<file path="config.mk">
export PLATFORM = sky130hd
export DESIGN_NAME = seep_cmd
export DESIGN_NICKNAME = d
export VERILOG_FILES = /design/src/hdl/seep_pkg.sv /design/src/hdl/seep_cmd.sv
export SDC_FILE = /design/constraint.sdc
export NUM_CORES = 1
export LEC_CHECK = 0
export ABC_CLOCK_PERIOD_IN_PS = 5600
export BUFFER_PORTS_ARGS = -buffer_cell sky130_fd_sc_hd__buf_4
export CAP_MARGIN = 20
export CORE_MARGIN = 10
export CORE_UTILIZATION = 53
export CTS_BUF_LIST = sky130_fd_sc_hd__clkbuf_4 sky130_fd_sc_hd__clkbuf_8
export DETAILED_ROUTE_END_ITERATION = 16
export PLACE_DENSITY_LB_ADDON = 0.08
export SYNTH_ARGS = -nofsm -noshare
export SYNTH_HDL_FRONTEND = slang
export SYNTH_SLANG_ARGS = --single-unit
</file>
<file path="constraint.sdc">
create_clock -name clk -period 5.6 [get_ports clk]
set_clock_uncertainty 0.1 [all_clocks]
set_input_delay 1.68 -clock clk [delete_from_list [all_inputs] [get_ports clk]]
set_output_delay 1.68 -clock clk [all_outputs]
set_load 0.005 [all_outputs]
</file>
<file path="src/hdl/seep_pkg.sv">
// shared types, codes and reset values for the serial eeprom command engine
// no dependencies; imported by every module of the block
`default_nettype none

package seep_pkg;

  // array size default and pointer width
  localparam int unsigned MEM_BYTES_DEF = 65536;
  localparam int unsigned PTR_W = 24;

  // request function codes
  localparam logic [1:0] FN_WRITE   = 2'd0;
  localparam logic [1:0] FN_READ    = 2'd1;
  localparam logic [1:0] FN_POLL    = 2'd2;
  localparam logic [1:0] FN_RELEASE = 2'd3;

  // opcodes accepted in standby
  localparam logic [7:0] OP_WRSR   = 8'h01;
  localparam logic [7:0] OP_RDSR   = 8'h05;
  localparam logic [7:0] OP_LPWP   = 8'h08;
  localparam logic [7:0] OP_WREN   = 8'h06;
  localparam logic [7:0] OP_WRDI   = 8'h04;
  localparam logic [7:0] OP_RDID   = 8'h9f;
  localparam logic [7:0] OP_READ   = 8'h03;
  localparam logic [7:0] OP_BYTEWR = 8'h02;
  localparam logic [7:0] OP_ARRWR  = 8'h07;
  localparam logic [7:0] OP_QOFR   = 8'h6B;

  // write-enable latch in the status register
  localparam logic [7:0] WEL_BIT = 8'h02;

  // configuration register indexes (byte address 4*index)
  localparam logic [1:0] REG_ID_FIRST    = 2'd0;
  localparam logic [1:0] REG_ID_SECOND   = 2'd1;
  localparam logic [1:0] REG_ID_THIRD    = 2'd2;
  localparam logic [1:0] REG_BUSY_RELOAD = 2'd3;

  // configuration reset values
  localparam logic [7:0] ID_FIRST_RST    = 8'd194;
  localparam logic [7:0] ID_SECOND_RST   = 8'd32;
  localparam logic [7:0] ID_THIRD_RST    = 8'd22;
  localparam logic [7:0] BUSY_RELOAD_RST = 8'd10;

  typedef struct packed {
    logic [7:0] id_first;
    logic [7:0] id_second;
    logic [7:0] id_third;
    logic [7:0] busy_reload;
  } cfg_t;

  typedef struct packed {
    logic [7:0] read_data;
    logic       fault;
  } res_t;

endpackage

`default_nettype wire

</file>
<file path="src/hdl/seep_cmd.sv">
// command state machine: opcode decode, address assembly, pointer, latch,
// status and busy count; drives the byte array port; depends on seep_pkg
`default_nettype none

module seep_cmd
  import seep_pkg::*;
#(
  parameter int unsigned MEM_BYTES = MEM_BYTES_DEF,
  localparam int unsigned AW = $clog2(MEM_BYTES)
) (
  input  wire logic          clk,
  input  wire logic          rst,
  input  wire logic          step,
  input  wire logic [1:0]    func,
  input  wire logic [7:0]    data_byte,
  input  wire cfg_t          cfg,
  output res_t               res,
  output logic               mem_we,
  output logic               mem_re,
  output logic [AW-1:0]      mem_addr,
  output logic [7:0]         mem_wdata,
  input  wire logic [7:0]    mem_rdata
);

  typedef enum logic [2:0] {
    ST_STANDBY,
    ST_WRSR,
    ST_RDSR,
    ST_RDID,
    ST_READ,
    ST_BYTEWR,
    ST_ARRWR,
    ST_QOFR
  } state_t;

  localparam logic [AW+1:0] M_X = (AW+2)'(MEM_BYTES);
  localparam logic [AW:0]   M_W = (AW+1)'(MEM_BYTES);

  // elaboration-time residue of a 24-bit value
  function automatic logic [PTR_W-1:0] mod_const(input logic [PTR_W-1:0] x);
    logic [PTR_W:0] r;
    r = '0;
    for (int i = PTR_W - 1; i >= 0; i--) begin
      r = {r[PTR_W-1:0], x[i]};
      if (r >= (PTR_W+1)'(MEM_BYTES)) begin
        r = r - (PTR_W+1)'(MEM_BYTES);
      end
    end
    return r[PTR_W-1:0];
  endfunction

  function automatic logic [AW-1:0] inc_wrap(input logic [AW-1:0] a);
    logic [AW:0] n;
    n = {1'b0, a} + (AW+1)'(1);
    return (n == M_W) ? '0 : n[AW-1:0];
  endfunction

  state_t           cmd_state, cmd_state_next;
  logic [1:0]       phase_count, phase_count_next;
  logic [PTR_W-1:0] byte_pointer, byte_pointer_next;
  logic [7:0]       out_latch, out_latch_next;
  logic             latch_pend, latch_pend_next;
  logic [7:0]       busy_count, busy_count_next;
  logic [7:0]       status_reg, status_reg_next;

  logic [7:0]       eff_latch;
  logic [PTR_W-1:0] addr_shift;
  logic [PTR_W-1:0] assembled;
  logic [PTR_W-1:0] mod_in;
  logic [AW+1:0]    msum, mred1, mred2;
  logic [AW-1:0]    mod_out;
  logic [AW-1:0]    nxt_idx;

  // residue tables for the upper two pointer bytes
  logic [AW-1:0] t_hi  [256];
  logic [AW-1:0] t_mid [256];

  for (genvar g = 0; g < 256; g++) begin : g_tab
    assign t_hi[g]  = AW'(mod_const(PTR_W'(g) << 16));
    assign t_mid[g] = AW'(mod_const(PTR_W'(g) << 8));
  end

  // latch loaded from the array resolves in the cycle after the read
  assign eff_latch = latch_pend ? mem_rdata : out_latch;

  always_comb begin
    case (phase_count)
      2'd0:    addr_shift = {data_byte, 16'h0000};
      2'd1:    addr_shift = {8'h00, data_byte, 8'h00};
      default: addr_shift = {16'h0000, data_byte};
    endcase
  end

  assign assembled = byte_pointer | addr_shift;
  assign mod_in    = (func == FN_WRITE) ? assembled : byte_pointer;

  // pointer modulo array size: table sum then two conditional subtracts
  assign msum = (AW+2)'(t_hi[mod_in[23:16]]) + (AW+2)'(t_mid[mod_in[15:8]])
              + (AW+2)'(mod_in[7:0]);
  assign mred1   = (msum >= M_X) ? msum - M_X : msum;
  assign mred2   = (mred1 >= M_X) ? mred1 - M_X : mred1;
  assign mod_out = mred2[AW-1:0];
  assign nxt_idx = inc_wrap(mod_out);

  always_comb begin
    cmd_state_next    = cmd_state;
    phase_count_next  = phase_count;
    byte_pointer_next = byte_pointer;
    out_latch_next    = out_latch;
    latch_pend_next   = latch_pend;
    busy_count_next   = busy_count;
    status_reg_next   = status_reg;
    res.read_data     = 8'h00;
    res.fault         = 1'b0;
    mem_we            = 1'b0;
    mem_re            = 1'b0;
    mem_addr          = byte_pointer[AW-1:0];
    mem_wdata         = data_byte;

    if (step) begin
      case (func)
        FN_WRITE: begin
          case (cmd_state)
            ST_STANDBY: begin
              case (data_byte)
                OP_WRSR: begin
                  cmd_state_next  = ST_WRSR;
                  status_reg_next = 8'h00;
                end
                OP_RDSR: begin
                  out_latch_next  = status_reg;
                  latch_pend_next = 1'b0;
                  cmd_state_next  = ST_RDSR;
                end
                OP_LPWP: begin
                  out_latch_next  = (busy_count != 8'h00) ? 8'h01 : 8'h00;
                  latch_pend_next = 1'b0;
                  if (busy_count != 8'h00) begin
                    busy_count_next = busy_count - 8'h01;
                  end
                end
                OP_WREN: status_reg_next = status_reg | WEL_BIT;
                OP_WRDI: status_reg_next = status_reg & ~WEL_BIT;
                OP_RDID: begin
                  out_latch_next   = cfg.id_first;
                  latch_pend_next  = 1'b0;
                  cmd_state_next   = ST_RDID;
                  phase_count_next = 2'd0;
                end
                OP_READ, OP_BYTEWR, OP_ARRWR, OP_QOFR: begin
                  case (data_byte)
                    OP_READ:   cmd_state_next = ST_READ;
                    OP_BYTEWR: cmd_state_next = ST_BYTEWR;
                    OP_ARRWR:  cmd_state_next = ST_ARRWR;
                    default:   cmd_state_next = ST_QOFR;
                  endcase
                  phase_count_next  = 2'd0;
                  byte_pointer_next = '0;
                  busy_count_next   = 8'h00;
                end
                default: res.fault = 1'b1;
              endcase
            end
            ST_WRSR: begin
              status_reg_next  = data_byte;
              cmd_state_next   = ST_STANDBY;
              phase_count_next = 2'd0;
            end
            ST_READ, ST_BYTEWR, ST_ARRWR, ST_QOFR: begin
              if (phase_count == 2'd3) begin
                if (cmd_state == ST_BYTEWR) begin
                  mem_we           = 1'b1;
                  cmd_state_next   = ST_STANDBY;
                  phase_count_next = 2'd0;
                end else if (cmd_state == ST_ARRWR) begin
                  mem_we            = 1'b1;
                  byte_pointer_next = PTR_W'(inc_wrap(byte_pointer[AW-1:0]));
                end else begin
                  res.fault = 1'b1;
                end
              end else begin
                // address byte, most significant first
                byte_pointer_next = assembled;
                phase_count_next  = phase_count + 2'd1;
                busy_count_next   = cfg.busy_reload;
                if (phase_count == 2'd2) begin
                  byte_pointer_next = PTR_W'(mod_out);
                  if (cmd_state == ST_READ) begin
                    mem_re          = 1'b1;
                    mem_addr        = mod_out;
                    latch_pend_next = 1'b1;
                  end
                end
              end
            end
            default: res.fault = 1'b1;
          endcase
        end
        FN_READ: begin
          res.read_data = eff_latch;
          case (cmd_state)
            ST_READ, ST_QOFR: begin
              byte_pointer_next = PTR_W'(nxt_idx);
              mem_re            = 1'b1;
              mem_addr          = nxt_idx;
              latch_pend_next   = 1'b1;
              busy_count_next   = cfg.busy_reload;
            end
            ST_RDSR: cmd_state_next = ST_STANDBY;
            ST_RDID: begin
              case (phase_count)
                2'd0:    out_latch_next = cfg.id_second;
                2'd1:    out_latch_next = cfg.id_third;
                default: out_latch_next = 8'h00;
              endcase
              latch_pend_next = 1'b0;
              if (phase_count >= 2'd2) begin
                cmd_state_next   = ST_STANDBY;
                phase_count_next = 2'd0;
              end else begin
                phase_count_next = phase_count + 2'd1;
              end
            end
            default: begin
              out_latch_next  = 8'h00;
              latch_pend_next = 1'b0;
              res.fault       = 1'b1;
            end
          endcase
        end
        FN_POLL: begin
          res.read_data = (busy_count != 8'h00) ? 8'h01 : 8'h00;
          if (busy_count != 8'h00) begin
            busy_count_next = busy_count - 8'h01;
          end
        end
        default: begin
          byte_pointer_next = '1;
          cmd_state_next    = ST_STANDBY;
          phase_count_next  = 2'd0;
          out_latch_next    = 8'h00;
          latch_pend_next   = 1'b0;
          busy_count_next   = 8'h00;
        end
      endcase
    end
  end

  always_ff @(posedge clk) begin
    if (rst) begin
      cmd_state    <= ST_STANDBY;
      phase_count  <= 2'd0;
      byte_pointer <= '1;
      out_latch    <= 8'h00;
      latch_pend   <= 1'b0;
      busy_count   <= 8'h00;
      status_reg   <= 8'h00;
    end else begin
      cmd_state    <= cmd_state_next;
      phase_count  <= phase_count_next;
      byte_pointer <= byte_pointer_next;
      out_latch    <= out_latch_next;
      latch_pend   <= latch_pend_next;
      busy_count   <= busy_count_next;
      status_reg   <= status_reg_next;
    end
  end

endmodule

`default_nettype wire

</file>
==> summary.md <==
| Metric | Value |
|---|---|
| Placement Setup Slack | `-0.0292 ns` |
| Post-synthesis sequential element count | `46` |
| Post-synth ARST share | `0%` |
| Filler cell count in the final layout | `~730` |
| Count of endpoints failing hold in the final timing report | `0` |
| Average cell area after synthesis | `roughly 7.2 um2` |
| Crit Path Max Fanout | `18` |
| Floorplan die height | `~110 um` |
| Horizontal extent of the die | `between 100 and 150 um` |
| DR vias | `between 5000 and 6000` |
| Achievable clock frequency | `180 MHz` |
| Area taken by flip-flops and latches | `921 um2` |
| Largest register FFs | `16` |
| Synthesized instance count | `629` |
| Number of remaining DRC errors | `0` |
| Largest buffer count on any clock path | `2` |
| Slew at the pin with the worst max-slew slack | `roughly 0.95 ns` |
| Global route total overflow | `0` |
| First-pass DRT Iterations | `6` |
| Net count after synthesis | `a little under 700` |
| Sequential area share after synthesis | `about a fifth` |
| Critical path launch point type | `primary input` |
| Post-detailed-route count of antenna-violating nets | `0` |
| Unrepaired setup endpoints after global routing | `true` |
| Clock transition at the registers of the reported paths | `around 0.1 ns` |
| Minimum setup slack in the final design | `between 0.04 and 0.05 ns` |
| Ratio of cells with drive above 1 in the final layout | `roughly 24%` |
| Number of buffers created by CTS | `5` |
| Standard cell core area | `0.00826 mm2` |
| Antenna Diode Count | `0` |
| Clock tree root buffer cell | `clkbuf_8` |
| Main flop type after synthesis | `dfxtp_1` |
| CTS H-Tree Depth | `2` |
| Slowest CP cell | `or4_4` |
| Max-cap violation count | `0` |
| Post-synthesis instance area | `between 0.004 and 0.005 mm2` |
| Total of hold buffers inserted after clock tree synthesis | `0` |
| Number of enable flip-flop cells after synthesis | `0` |
| GP Congestion | `0.943` |
| Critical Path Sink Type | `output pin` |
| Synth Warn # | `0` |
| Row cnt | `33` |
| Maximum cell stage delay along the critical path | `approximately 0.57 ns` |
| All-Layer GR Usage | `between 20% and 30%` |
| Vias in the first global route | `around 5000` |
| Routed length per instance | `20.8 um` |
| Clock latency of the later-clocked register in the worst-skew pair | `between 0.3 and 0.4 ns` |
| Overall routed net length | `16700 um` |
| Worst hold margin | `around 0.37 ns` |
| Sink count of the clock tree | `46` |
| Power density cells | `roughly 190 mW/mm2` |
| Initial core utilization | `54.8%` |
| Worst Path Required | `about 3.8 ns` |
| Run status | `completed` |
| Time the worst path needs with I/O delays and setup | `roughly 5.6 ns` |
| Vias per std cell | `~6.8` |
| Final net count | `about 760` |
| Drt initial violations | `~650` |
| Unique masters post-synth | `72` |
| PortBufs | `87` |
| Leakage power summed over all cells | `~2.2 nW` |
| Total I/O pin count | `around 90` |
| Global-route wire length before repair | `approximately 26000 um` |
| Maximum number of pins on one net before global-route repair | `29` |
| Placed wire-length estimate after detailed placement | `around 12000 um` |
| Max VDD drop | `roughly 120 uV` |
| CP cell instances | `buf_4 > inv_2 > ha_4 > buf_12 > a31oi_1 > or4_4 > or2_4 > or3_1 > nand2_1 > o21ai_1 > buf_4` |
| Startpoint-to-endpoint class of the critical path | `in -> out` |
| Antenna violations before repair | `0` |
| Worst hold path type | `reg -> reg` |
| Data arrival time of the critical path | `3.78 ns` |
| Most flop-heavy register | `byte_pointer` |
| Clock tree from TritonCTS | `yes` |
| Headroom to the max-slew limit | `36.8%` |
| Final slew viol count | `0` |
| Final setup violation count | `0` |
| Multi-input logic area | `around 0.0034 mm2` |
| Growth of design area from synthesis to finish | `21.8%` |
| Most used cell, CP | `buf_4` |
| Die area | `about 0.013 mm2` |
| Post-route fraction of the period consumed by the critical path | `roughly 99%` |
[stage by stage]
stage / area, um2 / power, mW / instances / util, % / setup TNS (ns)
2_1_floorplan: 4530 / 0.620 / 629 / - / 0
3_3_place_gp: 5290 / 0.749 / 792 / 64.0 / 0
3_5_place_dp: 5290 / 0.755 / 792 / 64.0 / -0.0493
4_1_cts: 5400 / 1.01 / 800 / 65.4 / -0.113
5_1_grt: 5520 / 1.10 / 803 / 66.8 / -0.0786
6_report: 5520 / 1.05 / 803 / 66.8 / 0
[final timing paths]
kind / cells after the start / endpoint / startpoint / slack, ns
hold reg to reg: 2 / status_reg[7] / status_reg[7] / 0.37
setup reg to reg: 8 / byte_pointer[11] / phase_count[1] / 2.35
hold / removal: 2 / status_reg[7] / status_reg[7] / 0.37
setup / recovery: 11 / mem_addr[15] / func[1] / 0.04
[Yosys cell counts (9+ instances only)]
cell type   n  area [um2]
dfxtp_1    46         921
a211oi_1   22         165
clkbuf_1   36         135
nand4_1    10        62.6
nor2_1     60         225
mux2i_1    10         100
buf_4      13        97.6
xnor2_1    13         114
nand2b_1   10        62.6
nand2_1    54         203
a31oi_1    19         119
nand3_1    25         125
o21ai_0    34         170
nor4_1      9        56.3
nor3_1     25         125
a21oi_1    24         120
inv_1      10        37.5
nor2b_1    12        75.1
a22oi_1    23         173
ha_1       13         163
a22o_1     11        96.3
[what timing repair did]
item | CTS | global route
resized for setup | 0 | 20
buffers inserted | 0 | 3
pin swaps | 1 | 4
setup endpoints to repair | 3 | 10
[layout by cell type, fill, tap and decap left out, types with 8 or more instances in the layout]
| cell | synthesis | final |
|---|---|---|
| buf_4 | 13 | 124 |
| nor2_1 | 60 | 60 |
| nand2_1 | 54 | 54 |
| dfxtp_1 | 46 | 46 |
| o21ai_0 | 34 | 32 |
| nand3_1 | 25 | 25 |
| nor3_1 | 25 | 24 |
| a21oi_1 | 24 | 23 |
| a22oi_1 | 23 | 23 |
| a211oi_1 | 22 | 22 |
| a31oi_1 | 19 | 17 |
| nor2b_1 | 12 | 12 |
| xnor2_1 | 13 | 12 |
| a22o_1 | 11 | 11 |
| ha_1 | 13 | 11 |
| mux2i_1 | 10 | 10 |
| nand2b_1 | 10 | 10 |
| nand4_1 | 10 | 10 |
| inv_1 | 10 | 8 |
[power by group]
group          switching [mW]  leakage [nW]  internal, mW
registers              0.0315         0.375         0.343
clock network           0.126        0.0585         0.134
logic                   0.226          1.80         0.190
[area by class of cell]
| type | count | share of cell area, % |
|---|---|---|
| multi-input cells | 509 | 61.0 |
| repair buffers | 125 | 17.2 |
| flip-flops and latches | 46 | 16.7 |
| well taps | 105 | 2.38 |
| clock buffers | 5 | 1.25 |
| clock inverters | 3 | 0.794 |
| inverters | 10 | 0.680 |
[critical path, delay by kind of cell]
| family | cells | cell delay, ns |
|---|---|---|
| buf+inv | 4 | 0.48 |
| compound gates | 2 | 0.17 |
| fa+ha+maj | 1 | 0.15 |
| simple gates | 4 | 1.27 |
[routing by layer]
metal	GRT usage, %	part of all wire [%]	wire length, um	up-vias
met5	0	0	0	-
met4	8.71	3.3	554	0
met3	6.82	11	1780	56
met2	37.9	45	7450	347
met1	30.5	41	6940	2529
li1	-	-	-	2516
[logic make-up (layout without fill, tap and decap cells)]
family                     count (synthesis)  count (layout)  synth area share [%]
buffers and inverters                     74             143                  7.46
adders and majority gates                 13              13                  3.59
DFF                                       46              46                  20.3
muxes                                     14              14                  3.20
AOI/OAI and AO/OA                        216             216                  34.3
xor gates and xnor gates                  17              17                  3.29
and+or+nand+nor                          249             249                  27.8
Note: power is estimated with default switching activity, not from simulation.
